File: src/uhe_pkg.sv
// Shared types, constants and the entity name table for the UTF-8 to HTML entity encoder.
// Used by the front decoder, the command queue, the byte emitter and the top level.
`timescale 1ns / 1ps
`default_nettype none

package uhe_pkg;

	// Command queue depth and pointer width.
	localparam int QDEPTH = 4;
	localparam int QPTR_W = $clog2(QDEPTH);
	localparam int QCNT_W = $clog2(QDEPTH + 1);

	// Configuration register indexes.
	localparam logic REG_ASCII  = 1'b0;
	localparam logic REG_LATIN1 = 1'b1;

	// Entity indexes: 0..95 are the Latin-1 names, then the four ASCII names.
	localparam logic [6:0] ENT_QUOT = 7'd96;
	localparam logic [6:0] ENT_AMP  = 7'd97;
	localparam logic [6:0] ENT_LT   = 7'd98;
	localparam logic [6:0] ENT_GT   = 7'd99;
	localparam logic [7:0] LATIN1_BASE = 8'd160;

	// Bytes that frame every entity.
	localparam logic [7:0] CH_AMP  = 8'h26;
	localparam logic [7:0] CH_SEMI = 8'h3B;

	// One character command from the front decoder to the byte emitter.
	typedef struct packed {
		logic        is_ent;     // emit a named entity
		logic [6:0]  ent_idx;    // entity table index
		logic [31:0] utf_bytes;  // raw or UTF-8 bytes, first byte in the low lane
		logic [2:0]  utf_count;  // number of valid bytes, 1 to 4
	} cmd_t;

	// Entity name, right-aligned: the last letter sits in the low byte, unused
	// upper bytes are zero.
	function automatic logic [47:0] ent_name(input logic [6:0] idx);
		logic [47:0] n;
		unique case (idx)
			7'd0:  n = 48'("nbsp");
			7'd1:  n = 48'("iexcl");
			7'd2:  n = 48'("cent");
			7'd3:  n = 48'("pound");
			7'd4:  n = 48'("curren");
			7'd5:  n = 48'("yen");
			7'd6:  n = 48'("brvbar");
			7'd7:  n = 48'("sect");
			7'd8:  n = 48'("uml");
			7'd9:  n = 48'("copy");
			7'd10: n = 48'("ordf");
			7'd11: n = 48'("laquo");
			7'd12: n = 48'("not");
			7'd13: n = 48'("shy");
			7'd14: n = 48'("reg");
			7'd15: n = 48'("macr");
			7'd16: n = 48'("deg");
			7'd17: n = 48'("plusmn");
			7'd18: n = 48'("sup2");
			7'd19: n = 48'("sup3");
			7'd20: n = 48'("acute");
			7'd21: n = 48'("micro");
			7'd22: n = 48'("para");
			7'd23: n = 48'("middot");
			7'd24: n = 48'("cedil");
			7'd25: n = 48'("sup1");
			7'd26: n = 48'("ordm");
			7'd27: n = 48'("raquo");
			7'd28: n = 48'("frac14");
			7'd29: n = 48'("frac12");
			7'd30: n = 48'("frac34");
			7'd31: n = 48'("iquest");
			7'd32: n = 48'("Agrave");
			7'd33: n = 48'("Aacute");
			7'd34: n = 48'("Acirc");
			7'd35: n = 48'("Atilde");
			7'd36: n = 48'("Auml");
			7'd37: n = 48'("Aring");
			7'd38: n = 48'("AElig");
			7'd39: n = 48'("Ccedil");
			7'd40: n = 48'("Egrave");
			7'd41: n = 48'("Eacute");
			7'd42: n = 48'("Ecirc");
			7'd43: n = 48'("Euml");
			7'd44: n = 48'("Igrave");
			7'd45: n = 48'("Iacute");
			7'd46: n = 48'("Icirc");
			7'd47: n = 48'("Iuml");
			7'd48: n = 48'("ETH");
			7'd49: n = 48'("Ntilde");
			7'd50: n = 48'("Ograve");
			7'd51: n = 48'("Oacute");
			7'd52: n = 48'("Ocirc");
			7'd53: n = 48'("Otilde");
			7'd54: n = 48'("Ouml");
			7'd55: n = 48'("times");
			7'd56: n = 48'("Oslash");
			7'd57: n = 48'("Ugrave");
			7'd58: n = 48'("Uacute");
			7'd59: n = 48'("Ucirc");
			7'd60: n = 48'("Uuml");
			7'd61: n = 48'("Yacute");
			7'd62: n = 48'("THORN");
			7'd63: n = 48'("szlig");
			7'd64: n = 48'("agrave");
			7'd65: n = 48'("aacute");
			7'd66: n = 48'("acirc");
			7'd67: n = 48'("atilde");
			7'd68: n = 48'("auml");
			7'd69: n = 48'("aring");
			7'd70: n = 48'("aelig");
			7'd71: n = 48'("ccedil");
			7'd72: n = 48'("egrave");
			7'd73: n = 48'("eacute");
			7'd74: n = 48'("ecirc");
			7'd75: n = 48'("euml");
			7'd76: n = 48'("igrave");
			7'd77: n = 48'("iacute");
			7'd78: n = 48'("icirc");
			7'd79: n = 48'("iuml");
			7'd80: n = 48'("eth");
			7'd81: n = 48'("ntilde");
			7'd82: n = 48'("ograve");
			7'd83: n = 48'("oacute");
			7'd84: n = 48'("ocirc");
			7'd85: n = 48'("otilde");
			7'd86: n = 48'("ouml");
			7'd87: n = 48'("divide");
			7'd88: n = 48'("oslash");
			7'd89: n = 48'("ugrave");
			7'd90: n = 48'("uacute");
			7'd91: n = 48'("ucirc");
			7'd92: n = 48'("uuml");
			7'd93: n = 48'("yacute");
			7'd94: n = 48'("thorn");
			7'd95: n = 48'("yuml");
			7'd96: n = 48'("quot");
			7'd97: n = 48'("amp");
			7'd98: n = 48'("lt");
			7'd99: n = 48'("gt");
			default: n = '0;
		endcase
		return n;
	endfunction

endpackage

`default_nettype wire

File: src/uhe_fifo.sv
// Short command queue between the front decoder and the byte emitter.
// Depends on uhe_pkg for the command type and depth.
`timescale 1ns / 1ps
`default_nettype none

module uhe_fifo (
	input  wire logic          clk,
	input  wire logic          arst_n,
	input  wire logic          wr_valid,
	output logic               wr_ready,
	input  wire uhe_pkg::cmd_t wr_cmd,
	output logic               rd_valid,
	input  wire logic          rd_ready,
	output uhe_pkg::cmd_t      rd_cmd
);
	import uhe_pkg::*;

	cmd_t              mem_q [QDEPTH];
	logic [QPTR_W-1:0] wr_ptr_q;
	logic [QPTR_W-1:0] rd_ptr_q;
	logic [QCNT_W-1:0] count_q;
	logic              do_wr;
	logic              do_rd;

	assign wr_ready = count_q != QCNT_W'(QDEPTH);
	assign rd_valid = count_q != '0;
	assign rd_cmd   = mem_q[rd_ptr_q];
	assign do_wr    = wr_valid && wr_ready;
	assign do_rd    = rd_valid && rd_ready;

	// Entry storage.
	always_ff @(posedge clk) begin
		if (do_wr) begin
			mem_q[wr_ptr_q] <= wr_cmd;
		end
	end

	// Pointers and fill count.
	always_ff @(posedge clk or negedge arst_n) begin
		if (!arst_n) begin
			wr_ptr_q <= '0;
			rd_ptr_q <= '0;
			count_q  <= '0;
		end else begin
			if (do_wr) begin
				wr_ptr_q <= wr_ptr_q + QPTR_W'(1);
			end
			if (do_rd) begin
				rd_ptr_q <= rd_ptr_q + QPTR_W'(1);
			end
			if (do_wr && !do_rd) begin
				count_q <= count_q + QCNT_W'(1);
			end else if (do_rd && !do_wr) begin
				count_q <= count_q - QCNT_W'(1);
			end
		end
	end

endmodule

`default_nettype wire

File: config.mk
export PLATFORM = sky130hd
export DESIGN_NAME = uhe_fifo
export DESIGN_NICKNAME = d
export VERILOG_FILES = /design/src/uhe_pkg.sv /design/src/uhe_fifo.sv
export SDC_FILE = /design/constraint.sdc
export NUM_CORES = 1
export LEC_CHECK = 0
export ABC_CLOCK_PERIOD_IN_PS = 2400
export BUFFER_PORTS_ARGS = -buffer_cell sky130_fd_sc_hd__buf_4
export CAP_MARGIN = 30
export CORE_UTILIZATION = 30
export CTS_CLUSTER_DIAMETER = 30
export CTS_CLUSTER_SIZE = 10
export DETAILED_ROUTE_END_ITERATION = 16
export HOLD_SLACK_MARGIN = 0.03
export PLACE_DENSITY = 0.55
export SETUP_SLACK_MARGIN = 0.3
export SLEW_MARGIN = 0
export SYNTH_ARGS = -nofsm -noshare
export SYNTH_HDL_FRONTEND = slang
export SYNTH_SLANG_ARGS = --single-unit
File: constraint.sdc
create_clock -name clk -period 2.4 [get_ports clk]
set_clock_uncertainty 0.2 [all_clocks]
set_input_delay 0.12 -clock clk [delete_from_list [all_inputs] [get_ports clk]]
set_output_delay 0.12 -clock clk [all_outputs]
set_load 0.03 [all_outputs]
==> run metrics <==
status=completed; Setup Slack @ Placement=232.7 ps; synth-to-layout area growth=36.57%; wire per inst=17.63 um; Worst Setup Path Type=flip-flop to flip-flop; crit path time final=2171 ps; row count=54; CP required=2530 ps; Final Max Slew Viols=0; Final WS setup=228.7 ps; Leakage Power=3.165 nW; Yosys reg bits=179; final core occ=41.77%; # diodes=0; grt ovf=0; Tightest Pin Transition=341.0 ps; share of cells above drive strength 1=45.66%; antenna-violating nets left=0; Yosys top cell area share=77.38%; Clk pwr share=21.7%; Post-Syn Area per Cell=25.67 um2; Seq/Total Area, Yosys=80.00%; port buffer count=91; CTS tree=built; Finish-stage setup viols=0; DRT Pass-1 Iters=6; Critical Path Sink Type=flip-flop; post-synth top area cell=edfxtp_1; Ports=92; P_int=7.955 mW; starting density of the core=30.59%; Sw Pwr=3.855 mW; Die Ht=151.2 um; HP Class=input port to flip-flop; global-route wire length before repair=19.38 mm; final WL=12.66 mm; Core Area=21820 um2; Post-Syn Instances=260; CP max FO=3; library cells used by synthesis=19; worst skew pair latency=420 ps; gr usage total=11.83%; CTS H-Tree Depth=4; RePlAce Congestion=0.7125; RSZ-0062 raised after global routing=true; die width=151.2 um; Mapped Nets=313; clk buf depth=2; vias post-DR=3173; clk slew on worst S/H paths=70 ps; CP Launch Type=flip-flop; Post-DP HPWL=6.934 mm; period utilisation layout=90.47%; initial antenna violation count=0; Max Cap Viol=0; Layout Nets=479; initial DRC count=138; synth top area cells=edfxtp_1 77%, mux4_2 13%, dfrtp_1 2.6%; largest net degree at the start of global routing=45; Flop pwr share=36.5%; slew margin rel.=77.19%; Setup TNS Final=0 ps; switch share=32.64%; Max Clock Freq=460.6 MHz; vias in the first global route=3549; TritonCTS Buffers=17; Clock Root Buffer=clkbuf_16; vias per cell=4.419; combinational share of power=41.9%; Yosys warning count=0; Final Hold Fails=0; Cell Area, Synth=6675 um2; Pwr per Cell Area=1295 nW/um2; CTS Sinks=179; Critical Path AT=2310 ps; Peak VDD IR=0.7278 mV; die area=22850 um2; # DRC=0
[through the flow]
step	cell area, um2	hold slack [ps]	total power [mW]	cells
final	9116	88.95	11.81	718
after global routing	9116	77.04	12.39	718
after CTS	9101	53.47	12.00	717
after detailed placement	7792	-260.5	8.625	631
after global placement	7792	-263.8	8.535	631
after floorplan	6708	-375.6	7.170	260
[cell usage after synthesis]
cell type and instances:
or3_1 1, fa_1 1, and2_1 4, nand3_1 1, buf_6 1, buf_2 5, xor2_1 2, a21boi_2 1
nand2_1 2, dfrtp_1 7, mux4_1 5, mux2_2 2, ha_1 5, inv_1 3, buf_12 4, nor2_1 2
edfxtp_1 172, mux4_2 38, xnor2_1 4
[power groups by stage]
stage	clock network (mW)	registers, mW	logic, mW
CTS	2.65	4.31	5.03
global placement	0	4.42	4.11
finish	2.56	4.31	4.94
floorplan	0	4.32	2.85
global route	2.77	4.36	5.26
detailed placement	0	4.47	4.15
[cell families after synthesis]
logic type	synth area share, %
mux	15.13
xor+xnor	0.7872
fa+ha+maj	1.237
simple gates	0.7685
compound gates	0.1687
buf+inv	1.912
flops	80.00
[cell usage in the layout, fill, tap and decap left out, drive strengths merged]
cell,n
a21boi,1
and2,4
buf,111
bufinv,1
clkbuf,18
clkinv,8
clkinvlp,1
dfrtp,7
dlygate4sd3,46
edfxtp,172
fa,1
ha,5
inv,6
mux2,2
mux4,43
nand2,2
nand3,1
nor2,2
or3,1
xnor2,4
xor2,2
[cell type report]
| type | instances | area, um2 |
|---|---|---|
| clock inverter | 13 | 111.4 |
| timing repair buffer | 157 | 1635 |
| clock buffer | 18 | 429.2 |
| multi-input combinational | 68 | 1231 |
| tap | 280 | 350.3 |
| sequential | 179 | 5348 |
| fill | 1941 | 12710 |
| inverter | 3 | 11.26 |
[per-layer routing]
metal | vias to the layer above | wire length [um] | GRT usage (%)
li1 | 1432 | - | -
met1 | 1659 | 5154 | 13.82
met2 | 70 | 6915 | 20.64
met3 | 12 | 451 | 3.313
met4 | 0 | 135 | 4.400
met5 | - | 0 | 0
[flip-flops by register name, summed over array words and instances, names as in the netlist]
register and flops:
rd_ptr_q 2, wr_ptr_q 2, count_q 3, mem_q 172
[final timing paths]
| path | from | endpoint | slack (ps) | cells past startpoint |
|---|---|---|---|---|
| worst max-delay path | count_q[0] | count_q[2] | 230 | 8 |
| worst min-delay path | wr_valid | wr_ptr_q[0] | 90 | 4 |
| worst max register to register | count_q[0] | count_q[2] | 230 | 8 |
| worst min register to register | wr_ptr_q[1] | wr_ptr_q[1] | 390 | 1 |
| max in group asynchronous | arst_n | count_q[0] | 1260 | 3 |
| min in group asynchronous | arst_n | count_q[2] | 460 | 3 |
[worst max-delay path, stage by stage, from the launching register on]
cell and delay [ps]:
dfrtp_2 400, or3_4 420, nand2_4 90, ha_4 130, inv_2 40, fa_2 350, xor2_1 140, nor2_1 130
xor2_1 190
[timing repair]
action                     4_1_cts  5_1_grt
hold buffers                    46        0
pin swaps                        2        0
resized for setup               52        7
gates cloned                     2        0
setup buffers                    7        1
hold endpoints to repair       183        0
setup endpoints to repair       45       45
Note: power is estimated with default switching activity, not from simulation.
