### src/uhe_pkg.sv
// Shared types, constants and the entity name table for the UTF-8 to HTML entity encoder.
// Used by the front decoder, the command queue, the byte emitter and the top level.
`timescale 1ns / 1ps
`default_nettype none

package uhe_pkg;

	// Command queue depth and pointer width.
	localparam int QDEPTH = 4;
	localparam int QPTR_W = $clog2(QDEPTH);
	localparam int QCNT_W = $clog2(QDEPTH + 1);

	// Configuration register indexes.
	localparam logic REG_ASCII  = 1'b0;
	localparam logic REG_LATIN1 = 1'b1;

	// Entity indexes: 0..95 are the Latin-1 names, then the four ASCII names.
	localparam logic [6:0] ENT_QUOT = 7'd96;
	localparam logic [6:0] ENT_AMP  = 7'd97;
	localparam logic [6:0] ENT_LT   = 7'd98;
	localparam logic [6:0] ENT_GT   = 7'd99;
	localparam logic [7:0] LATIN1_BASE = 8'd160;

	// Bytes that frame every entity.
	localparam logic [7:0] CH_AMP  = 8'h26;
	localparam logic [7:0] CH_SEMI = 8'h3B;

	// One character command from the front decoder to the byte emitter.
	typedef struct packed {
		logic        is_ent;     // emit a named entity
		logic [6:0]  ent_idx;    // entity table index
		logic [31:0] utf_bytes;  // raw or UTF-8 bytes, first byte in the low lane
		logic [2:0]  utf_count;  // number of valid bytes, 1 to 4
	} cmd_t;

	// Entity name, right-aligned: the last letter sits in the low byte, unused
	// upper bytes are zero.
	function automatic logic [47:0] ent_name(input logic [6:0] idx);
		logic [47:0] n;
		unique case (idx)
			7'd0:  n = 48'("nbsp");
			7'd1:  n = 48'("iexcl");
			7'd2:  n = 48'("cent");
			7'd3:  n = 48'("pound");
			7'd4:  n = 48'("curren");
			7'd5:  n = 48'("yen");
			7'd6:  n = 48'("brvbar");
			7'd7:  n = 48'("sect");
			7'd8:  n = 48'("uml");
			7'd9:  n = 48'("copy");
			7'd10: n = 48'("ordf");
			7'd11: n = 48'("laquo");
			7'd12: n = 48'("not");
			7'd13: n = 48'("shy");
			7'd14: n = 48'("reg");
			7'd15: n = 48'("macr");
			7'd16: n = 48'("deg");
			7'd17: n = 48'("plusmn");
			7'd18: n = 48'("sup2");
			7'd19: n = 48'("sup3");
			7'd20: n = 48'("acute");
			7'd21: n = 48'("micro");
			7'd22: n = 48'("para");
			7'd23: n = 48'("middot");
			7'd24: n = 48'("cedil");
			7'd25: n = 48'("sup1");
			7'd26: n = 48'("ordm");
			7'd27: n = 48'("raquo");
			7'd28: n = 48'("frac14");
			7'd29: n = 48'("frac12");
			7'd30: n = 48'("frac34");
			7'd31: n = 48'("iquest");
			7'd32: n = 48'("Agrave");
			7'd33: n = 48'("Aacute");
			7'd34: n = 48'("Acirc");
			7'd35: n = 48'("Atilde");
			7'd36: n = 48'("Auml");
			7'd37: n = 48'("Aring");
			7'd38: n = 48'("AElig");
			7'd39: n = 48'("Ccedil");
			7'd40: n = 48'("Egrave");
			7'd41: n = 48'("Eacute");
			7'd42: n = 48'("Ecirc");
			7'd43: n = 48'("Euml");
			7'd44: n = 48'("Igrave");
			7'd45: n = 48'("Iacute");
			7'd46: n = 48'("Icirc");
			7'd47: n = 48'("Iuml");
			7'd48: n = 48'("ETH");
			7'd49: n = 48'("Ntilde");
			7'd50: n = 48'("Ograve");
			7'd51: n = 48'("Oacute");
			7'd52: n = 48'("Ocirc");
			7'd53: n = 48'("Otilde");
			7'd54: n = 48'("Ouml");
			7'd55: n = 48'("times");
			7'd56: n = 48'("Oslash");
			7'd57: n = 48'("Ugrave");
			7'd58: n = 48'("Uacute");
			7'd59: n = 48'("Ucirc");
			7'd60: n = 48'("Uuml");
			7'd61: n = 48'("Yacute");
			7'd62: n = 48'("THORN");
			7'd63: n = 48'("szlig");
			7'd64: n = 48'("agrave");
			7'd65: n = 48'("aacute");
			7'd66: n = 48'("acirc");
			7'd67: n = 48'("atilde");
			7'd68: n = 48'("auml");
			7'd69: n = 48'("aring");
			7'd70: n = 48'("aelig");
			7'd71: n = 48'("ccedil");
			7'd72: n = 48'("egrave");
			7'd73: n = 48'("eacute");
			7'd74: n = 48'("ecirc");
			7'd75: n = 48'("euml");
			7'd76: n = 48'("igrave");
			7'd77: n = 48'("iacute");
			7'd78: n = 48'("icirc");
			7'd79: n = 48'("iuml");
			7'd80: n = 48'("eth");
			7'd81: n = 48'("ntilde");
			7'd82: n = 48'("ograve");
			7'd83: n = 48'("oacute");
			7'd84: n = 48'("ocirc");
			7'd85: n = 48'("otilde");
			7'd86: n = 48'("ouml");
			7'd87: n = 48'("divide");
			7'd88: n = 48'("oslash");
			7'd89: n = 48'("ugrave");
			7'd90: n = 48'("uacute");
			7'd91: n = 48'("ucirc");
			7'd92: n = 48'("uuml");
			7'd93: n = 48'("yacute");
			7'd94: n = 48'("thorn");
			7'd95: n = 48'("yuml");
			7'd96: n = 48'("quot");
			7'd97: n = 48'("amp");
			7'd98: n = 48'("lt");
			7'd99: n = 48'("gt");
			default: n = '0;
		endcase
		return n;
	endfunction

endpackage

`default_nettype wire

### src/uhe_front.sv
// Front decoder: accepts UTF-8 bytes, rebuilds code points and classifies each
// finished character into a command. Depends on uhe_pkg.
`timescale 1ns / 1ps
`default_nettype none

module uhe_front (
	input  wire logic          clk,
	input  wire logic          arst_n,
	input  wire logic          in_valid,
	output logic               in_ready,
	input  wire logic [7:0]    in_byte,
	input  wire logic          ascii_en,
	input  wire logic          latin1_en,
	output logic               push_valid,
	input  wire logic          push_ready,
	output uhe_pkg::cmd_t      push_cmd
);
	import uhe_pkg::*;

	logic [20:0] cp_q;
	logic [1:0]  rem_q;
	logic [20:0] cp_nxt;
	logic [1:0]  rem_nxt;
	logic [20:0] cp_ext;
	logic [20:0] cp_done;
	logic        char_go;
	logic        raw_go;
	logic        accept;

	// Classify a finished code point into an entity or its UTF-8 bytes.
	function automatic cmd_t char_cmd(input logic [20:0] cp, input logic a_en,
		input logic l_en);
		cmd_t c;
		c = '0;
		priority if (a_en && cp == 21'd34) begin
			c.is_ent  = 1'b1;
			c.ent_idx = ENT_QUOT;
		end else if (a_en && cp == 21'd38) begin
			c.is_ent  = 1'b1;
			c.ent_idx = ENT_AMP;
		end else if (a_en && cp == 21'd60) begin
			c.is_ent  = 1'b1;
			c.ent_idx = ENT_LT;
		end else if (a_en && cp == 21'd62) begin
			c.is_ent  = 1'b1;
			c.ent_idx = ENT_GT;
		end else if (l_en && cp[20:8] == '0 && cp[7:0] >= LATIN1_BASE) begin
			c.is_ent  = 1'b1;
			c.ent_idx = 7'(cp[7:0] - LATIN1_BASE);
		end else if (cp[20:7] == '0) begin
			c.utf_bytes[7:0] = {1'b0, cp[6:0]};
			c.utf_count      = 3'd1;
		end else if (cp[20:11] == '0) begin
			c.utf_bytes[7:0]  = {3'b110, cp[10:6]};
			c.utf_bytes[15:8] = {2'b10, cp[5:0]};
			c.utf_count       = 3'd2;
		end else if (cp[20:16] == '0) begin
			c.utf_bytes[7:0]   = {4'b1110, cp[15:12]};
			c.utf_bytes[15:8]  = {2'b10, cp[11:6]};
			c.utf_bytes[23:16] = {2'b10, cp[5:0]};
			c.utf_count        = 3'd3;
		end else begin
			c.utf_bytes[7:0]   = {5'b11110, cp[20:18]};
			c.utf_bytes[15:8]  = {2'b10, cp[17:12]};
			c.utf_bytes[23:16] = {2'b10, cp[11:6]};
			c.utf_bytes[31:24] = {2'b10, cp[5:0]};
			c.utf_count        = 3'd4;
		end
		return c;
	endfunction

	// Bytes are taken whenever the queue has room for a possible command.
	assign in_ready = push_ready;
	assign accept   = in_valid && in_ready;
	assign cp_ext   = {cp_q[14:0], in_byte[5:0]};

	// Decoder next state and the kind of request this byte produces.
	always_comb begin
		cp_nxt  = cp_q;
		rem_nxt = rem_q;
		cp_done = {13'd0, in_byte};
		char_go = 1'b0;
		raw_go  = 1'b0;
		priority if (in_byte == 8'd0) begin
			cp_nxt  = '0;
			rem_nxt = '0;
		end else if (rem_q != 2'd0) begin
			if (in_byte[7:6] == 2'b10) begin
				if (rem_q == 2'd1) begin
					cp_done = cp_ext;
					char_go = 1'b1;
					cp_nxt  = '0;
					rem_nxt = '0;
				end else begin
					cp_nxt  = cp_ext;
					rem_nxt = rem_q - 2'd1;
				end
			end else begin
				raw_go  = 1'b1;
				cp_nxt  = '0;
				rem_nxt = '0;
			end
		end else if (in_byte[7] == 1'b0) begin
			char_go = 1'b1;
		end else if (in_byte[7:6] == 2'b10) begin
			raw_go = 1'b1;
		end else if (in_byte[7:5] == 3'b110) begin
			cp_nxt  = {16'd0, in_byte[4:0]};
			rem_nxt = 2'd1;
		end else if (in_byte[7:4] == 4'b1110) begin
			cp_nxt  = {17'd0, in_byte[3:0]};
			rem_nxt = 2'd2;
		end else if (in_byte[7:3] == 5'b11110) begin
			cp_nxt  = {18'd0, in_byte[2:0]};
			rem_nxt = 2'd3;
		end else begin
			raw_go  = 1'b1;
			cp_nxt  = '0;
			rem_nxt = '0;
		end
	end

	// Build the command pushed into the queue.
	always_comb begin
		if (char_go) begin
			push_cmd = char_cmd(cp_done, ascii_en, latin1_en);
		end else begin
			push_cmd                = '0;
			push_cmd.utf_bytes[7:0] = in_byte;
			push_cmd.utf_count      = 3'd1;
		end
	end

	assign push_valid = in_valid && (char_go || raw_go);

	// Decoder state.
	always_ff @(posedge clk or negedge arst_n) begin
		if (!arst_n) begin
			cp_q  <= '0;
			rem_q <= '0;
		end else if (accept) begin
			cp_q  <= cp_nxt;
			rem_q <= rem_nxt;
		end
	end

endmodule

`default_nettype wire

### config.mk
export PLATFORM = sky130hd
export DESIGN_NAME = uhe_front
export DESIGN_NICKNAME = d
export VERILOG_FILES = /design/src/uhe_pkg.sv /design/src/uhe_front.sv
export SDC_FILE = /design/constraint.sdc
export NUM_CORES = 1
export LEC_CHECK = 0
export BUFFER_PORTS_ARGS = -buffer_cell sky130_fd_sc_hd__buf_2
export CAP_MARGIN = 20
export CORE_MARGIN = 1
export CORE_UTILIZATION = 35
export CTS_BUF_LIST = sky130_fd_sc_hd__clkbuf_4 sky130_fd_sc_hd__clkbuf_8
export CTS_CLUSTER_SIZE = 28
export DETAILED_ROUTE_END_ITERATION = 7
export PLACE_DENSITY = 0.64
export SETUP_SLACK_MARGIN = 0.4
export SLEW_MARGIN = 20
export SYNTH_ARGS = -nofsm -noshare
export SYNTH_HDL_FRONTEND = slang
export SYNTH_SLANG_ARGS = --single-unit
### constraint.sdc
create_clock -name clk -period 4.4 [get_ports clk]
set_input_delay 0.22 -clock clk [delete_from_list [all_inputs] [get_ports clk]]
set_output_delay 0.22 -clock clk [all_outputs]
set_load 0.02 [all_outputs]
==> flow_summary_export.csv <==
group,metric,value,unit
logic_synthesis,synth.top_cell.area_share,24.85,%
logic_synthesis,synthXorXnorAreaFrac,0.5117,%
routing,wl_met2,2.534,mm
layout,area_delta_synth_final,17.76,%
clocking,cts_buffer_depth,2,
timing,fmax,302.9,MHz
clocking,post_cts.repair.setup_buffers,0,
global_routing,grt_use_total,21.05,%
worst_setup_path,timing_worst_setup_path_type,"reg2out",
logic_synthesis,yosysTopAreaCell,"dfrtp_1",
timing,slew_viol_final,0,
global_routing,grt_pass1_wl,8.466,mm
clocking,cts.sinks,17,
worst_setup_path,crit_path_start_kind,"register",
worst_setup_path,crit_family,"simple AND/OR/NAND/NOR gates",
logic_synthesis,synth_fa_ha_area_share,1.462,%
worst_setup_path,worstPathMaxFanout,16,
logic_synthesis,yosysMostFrequentCell,"nand2_1",
routing,vias,1891,
floorplan,rows,25,
floorplan,die_w,71.93,um
logic_synthesis,synth_simple_gate_area_share,27.92,%
logic_synthesis,synth.area.top_cells,"dfrtp_1 25%, a22o_1 7.7%, nand2_1 6.4%",
pwr,p_sw_share,48.49,%
clocking,ctsHoldBuffers,1,
routing,first_iter_violations,231,
pwr,p_comb_share,52.6,%
logic_synthesis,synth-compound-area-share,35.53,%
pwr,leakage,0.001031,uW
layout,final_cells,333,
outcome,status,"completed",
floorplan,die_area,0.005174,mm2
clocking,clock_latency,0.25,ns
worst_setup_path,cp-end-kind,"output pin",
timing,setup_viol,0,
routing,routed.top_layer,"met4",
worst_setup_path,cp.arrival,3.08,ns
pwr,power_density,354.6,mW/mm2
flow_run,cap_violations,0,
clocking,cts.clk_slew.worst_paths,0.06,ns
placed_design,gp_routability_congestion,0.9806,
routing,drt_first_pass_iters,4,
routing,wl_met3,359,um
layout,post-route-util,42.68,%
layout,final_nets,283,
routing,via_per_inst,5.679,
placed_design,place_inst,328,
global_routing,grt_pass1_vias,1642,
logic_synthesis,syn_area,0.001712,mm2
logic_synthesis,synth_cell_types,56,
logic_synthesis,netlist_instances,224,
placed_design,post-place-ws,1.406,ns
timing,rsz0062_at_grt,"no",
timing,fin_ws,1.099,ns
clocking,cts.repair.resized,0,
worst_setup_path,worst_path_largest_cell_delay,0.67,ns
floorplan,initial_core_util,36.24,%
clocking,cts-root-buf,"clkbuf_8",
logic_synthesis,ys_seq_area_share,24.85,%
layout,register_area,425.4,um2
layout,fillers,509,
layout,drive_above_1_share,28.57,%
logic_synthesis,yosys_warnings,0,
placed_design,dp_hpwl,3.909,mm
logic_synthesis,avgSynthCellArea,7.641,um2
timing,finalHoldViolCount,0,
timing,slew_headroom,44.31,%
timing,tightest_slew,0.8330,ns
worst_setup_path,worst-path-buf-inv,2,
floorplan,die_h,71.93,um
logic_synthesis,synth_top_family_by_area,"compound AO/OA/AOI/OAI gates",
global_routing,grt_max_degree,27,
routing,wl,5.297,mm
floorplan,pin_count,59,
worst_setup_path,critPathRequiredTime,4.18,ns
clocking,cts_tree,"done",
logic_synthesis,yosys_most_used_dff,"dfrtp_1",
pwr,power_frac_seq,31.1,%
timing,fin_skew,0.009521,ns
routing,drtAntennaViolNets,0,
routing,met1_length,2.367,mm
clocking,numCtsBuffers,3,
pwr,clockPowerShare,16.3,%
global_routing,grt_antenna_before_repair,0,
floorplan,coreArea,0.004723,mm2
layout,multi_input_area,0.001141,mm2
placed_design,io_buffers,55,
logic_synthesis,ys_ff_latch,17,
routing,wire_per_inst,15.91,um
worst_setup_path,crit_slowest_cell,"or3_1",
worst_setup_path,crit_chain,"inv_1, ha_1, nor2b_4, nand3b_4, o21ai_0, nand2_1, or3_1, a221oi_2, buf_2",
global_routing,grt_overflow,0,
timing,fin_crit,3.301,ns
pwr,p_total,714.8,uW
logic_synthesis,synth_common_cells,"29 x nand2_1, 26 x nor2_1, 20 x o21ai_0",
logic_synthesis,synthArstFlopShare,100.0,%
pwr,p_int,368.2,uW
pwr,switchingPower,346.6,uW
timing,period_share,75.03,%
clocking,htree_levels,1,
logic_synthesis,synth_mux_area_share,0.5848,%
routing,drc,0,
layout,diodes,0,
pwr,ir_drop,0.1650,mV
logic_synthesis,synth_edf_count,0,
hold_path,worst_hold_path_type,"in2reg",
timing,setup_tns,0,ns
-- registers in the layout (all words and copies together), names as in the netlist --
| signal | cells |
|---|---|
| cp_q | 15 |
| rem_q | 2 |
-- metal layers --
| metal | vias to the layer above | global-route usage (%) |
|---|---|---|
| met5 | - | 0 |
| met4 | 0 | 4.793 |
| met3 | 4 | 3.333 |
| met2 | 75 | 33.12 |
| met1 | 910 | 30.41 |
| li1 | 902 | - |
-- cell type report --
| type | instances | area share, % |
|---|---|---|
| clock buffers | 3 | 2.048 |
| multi-input cells | 180 | 56.61 |
| inverters | 9 | 1.676 |
| repair buffers | 56 | 14.15 |
| flip-flops and latches | 17 | 21.10 |
| well taps | 67 | 4.159 |
| clock inverters | 1 | 0.2483 |
-- through the flow --
step	instance area, um2	hold WS (ns)
finish	2016	0.3360
detailed placement	1959	0.1590
CTS	2016	0.3027
floorplan	1719	-0.07559
global route	2016	0.3345
global placement	1959	0.1565
-- final timing paths --
kind | start | endpoint | slack, ns | cells past startpoint
hold reg to reg | rem_q[1] | rem_q[1] | 0.48 | 2
min in group asynchronous | arst_n | cp_q[9] | 0.41 | 2
setup / recovery | rem_q[0] | push_cmd[16] | 1.10 | 9
hold / removal | in_byte[2] | cp_q[2] | 0.34 | 3
setup reg to reg | rem_q[0] | cp_q[9] | 2.09 | 6
max in group asynchronous | arst_n | cp_q[3] | 3.70 | 2
-- worst reg2reg max path: stages (launching register included) --
cell,delay [ns]
dfrtp_1,0.39
inv_1,0.06
ha_1,0.31
nand3_1,0.14
nand3_1,0.59
nor2_2,0.56
a22o_1,0.20
-- cell usage in the layout (no fill, tap or decap), types with 2 or more instances in the layout --
| cell | instances |
|---|---|
| a221oi_2 | 3 |
| nor3_1 | 7 |
| nor4_1 | 4 |
| o21bai_1 | 2 |
| o21ai_0 | 20 |
| nand2b_1 | 2 |
| ha_1 | 2 |
| o22ai_1 | 2 |
| and3_1 | 7 |
| buf_2 | 55 |
| a21oi_1 | 12 |
| a21o_1 | 3 |
| a22oi_1 | 3 |
| nand2_1 | 29 |
| nor2_1 | 26 |
| nor4b_1 | 2 |
| dfrtp_1 | 17 |
| o211ai_1 | 2 |
| a22o_1 | 15 |
| a211oi_1 | 4 |
| conb_1 | 3 |
| clkbuf_8 | 3 |
| inv_1 | 7 |
| o31ai_1 | 2 |
| nand3_1 | 3 |
-- power by group through the flow --
stage          logic (uW)  registers [uW]  clock network (uW)
2_1_floorplan         305             209                   0
3_3_place_gp          368             223                   0
3_5_place_dp          371             224                   0
4_1_cts               373             221                 121
5_1_grt               410             226                 127
6_report              376             222                 117
-- cells by family after synthesis --
group	count (synthesis)
XOR/XNOR	1
buffers and inverters	29
AO/OA/AOI/OAI	80
AND/OR/NAND/NOR	93
other	1
adder cells (fa/ha/maj)	2
multiplexers	1
flip-flops	17
(Power assumes the default switching activity.)
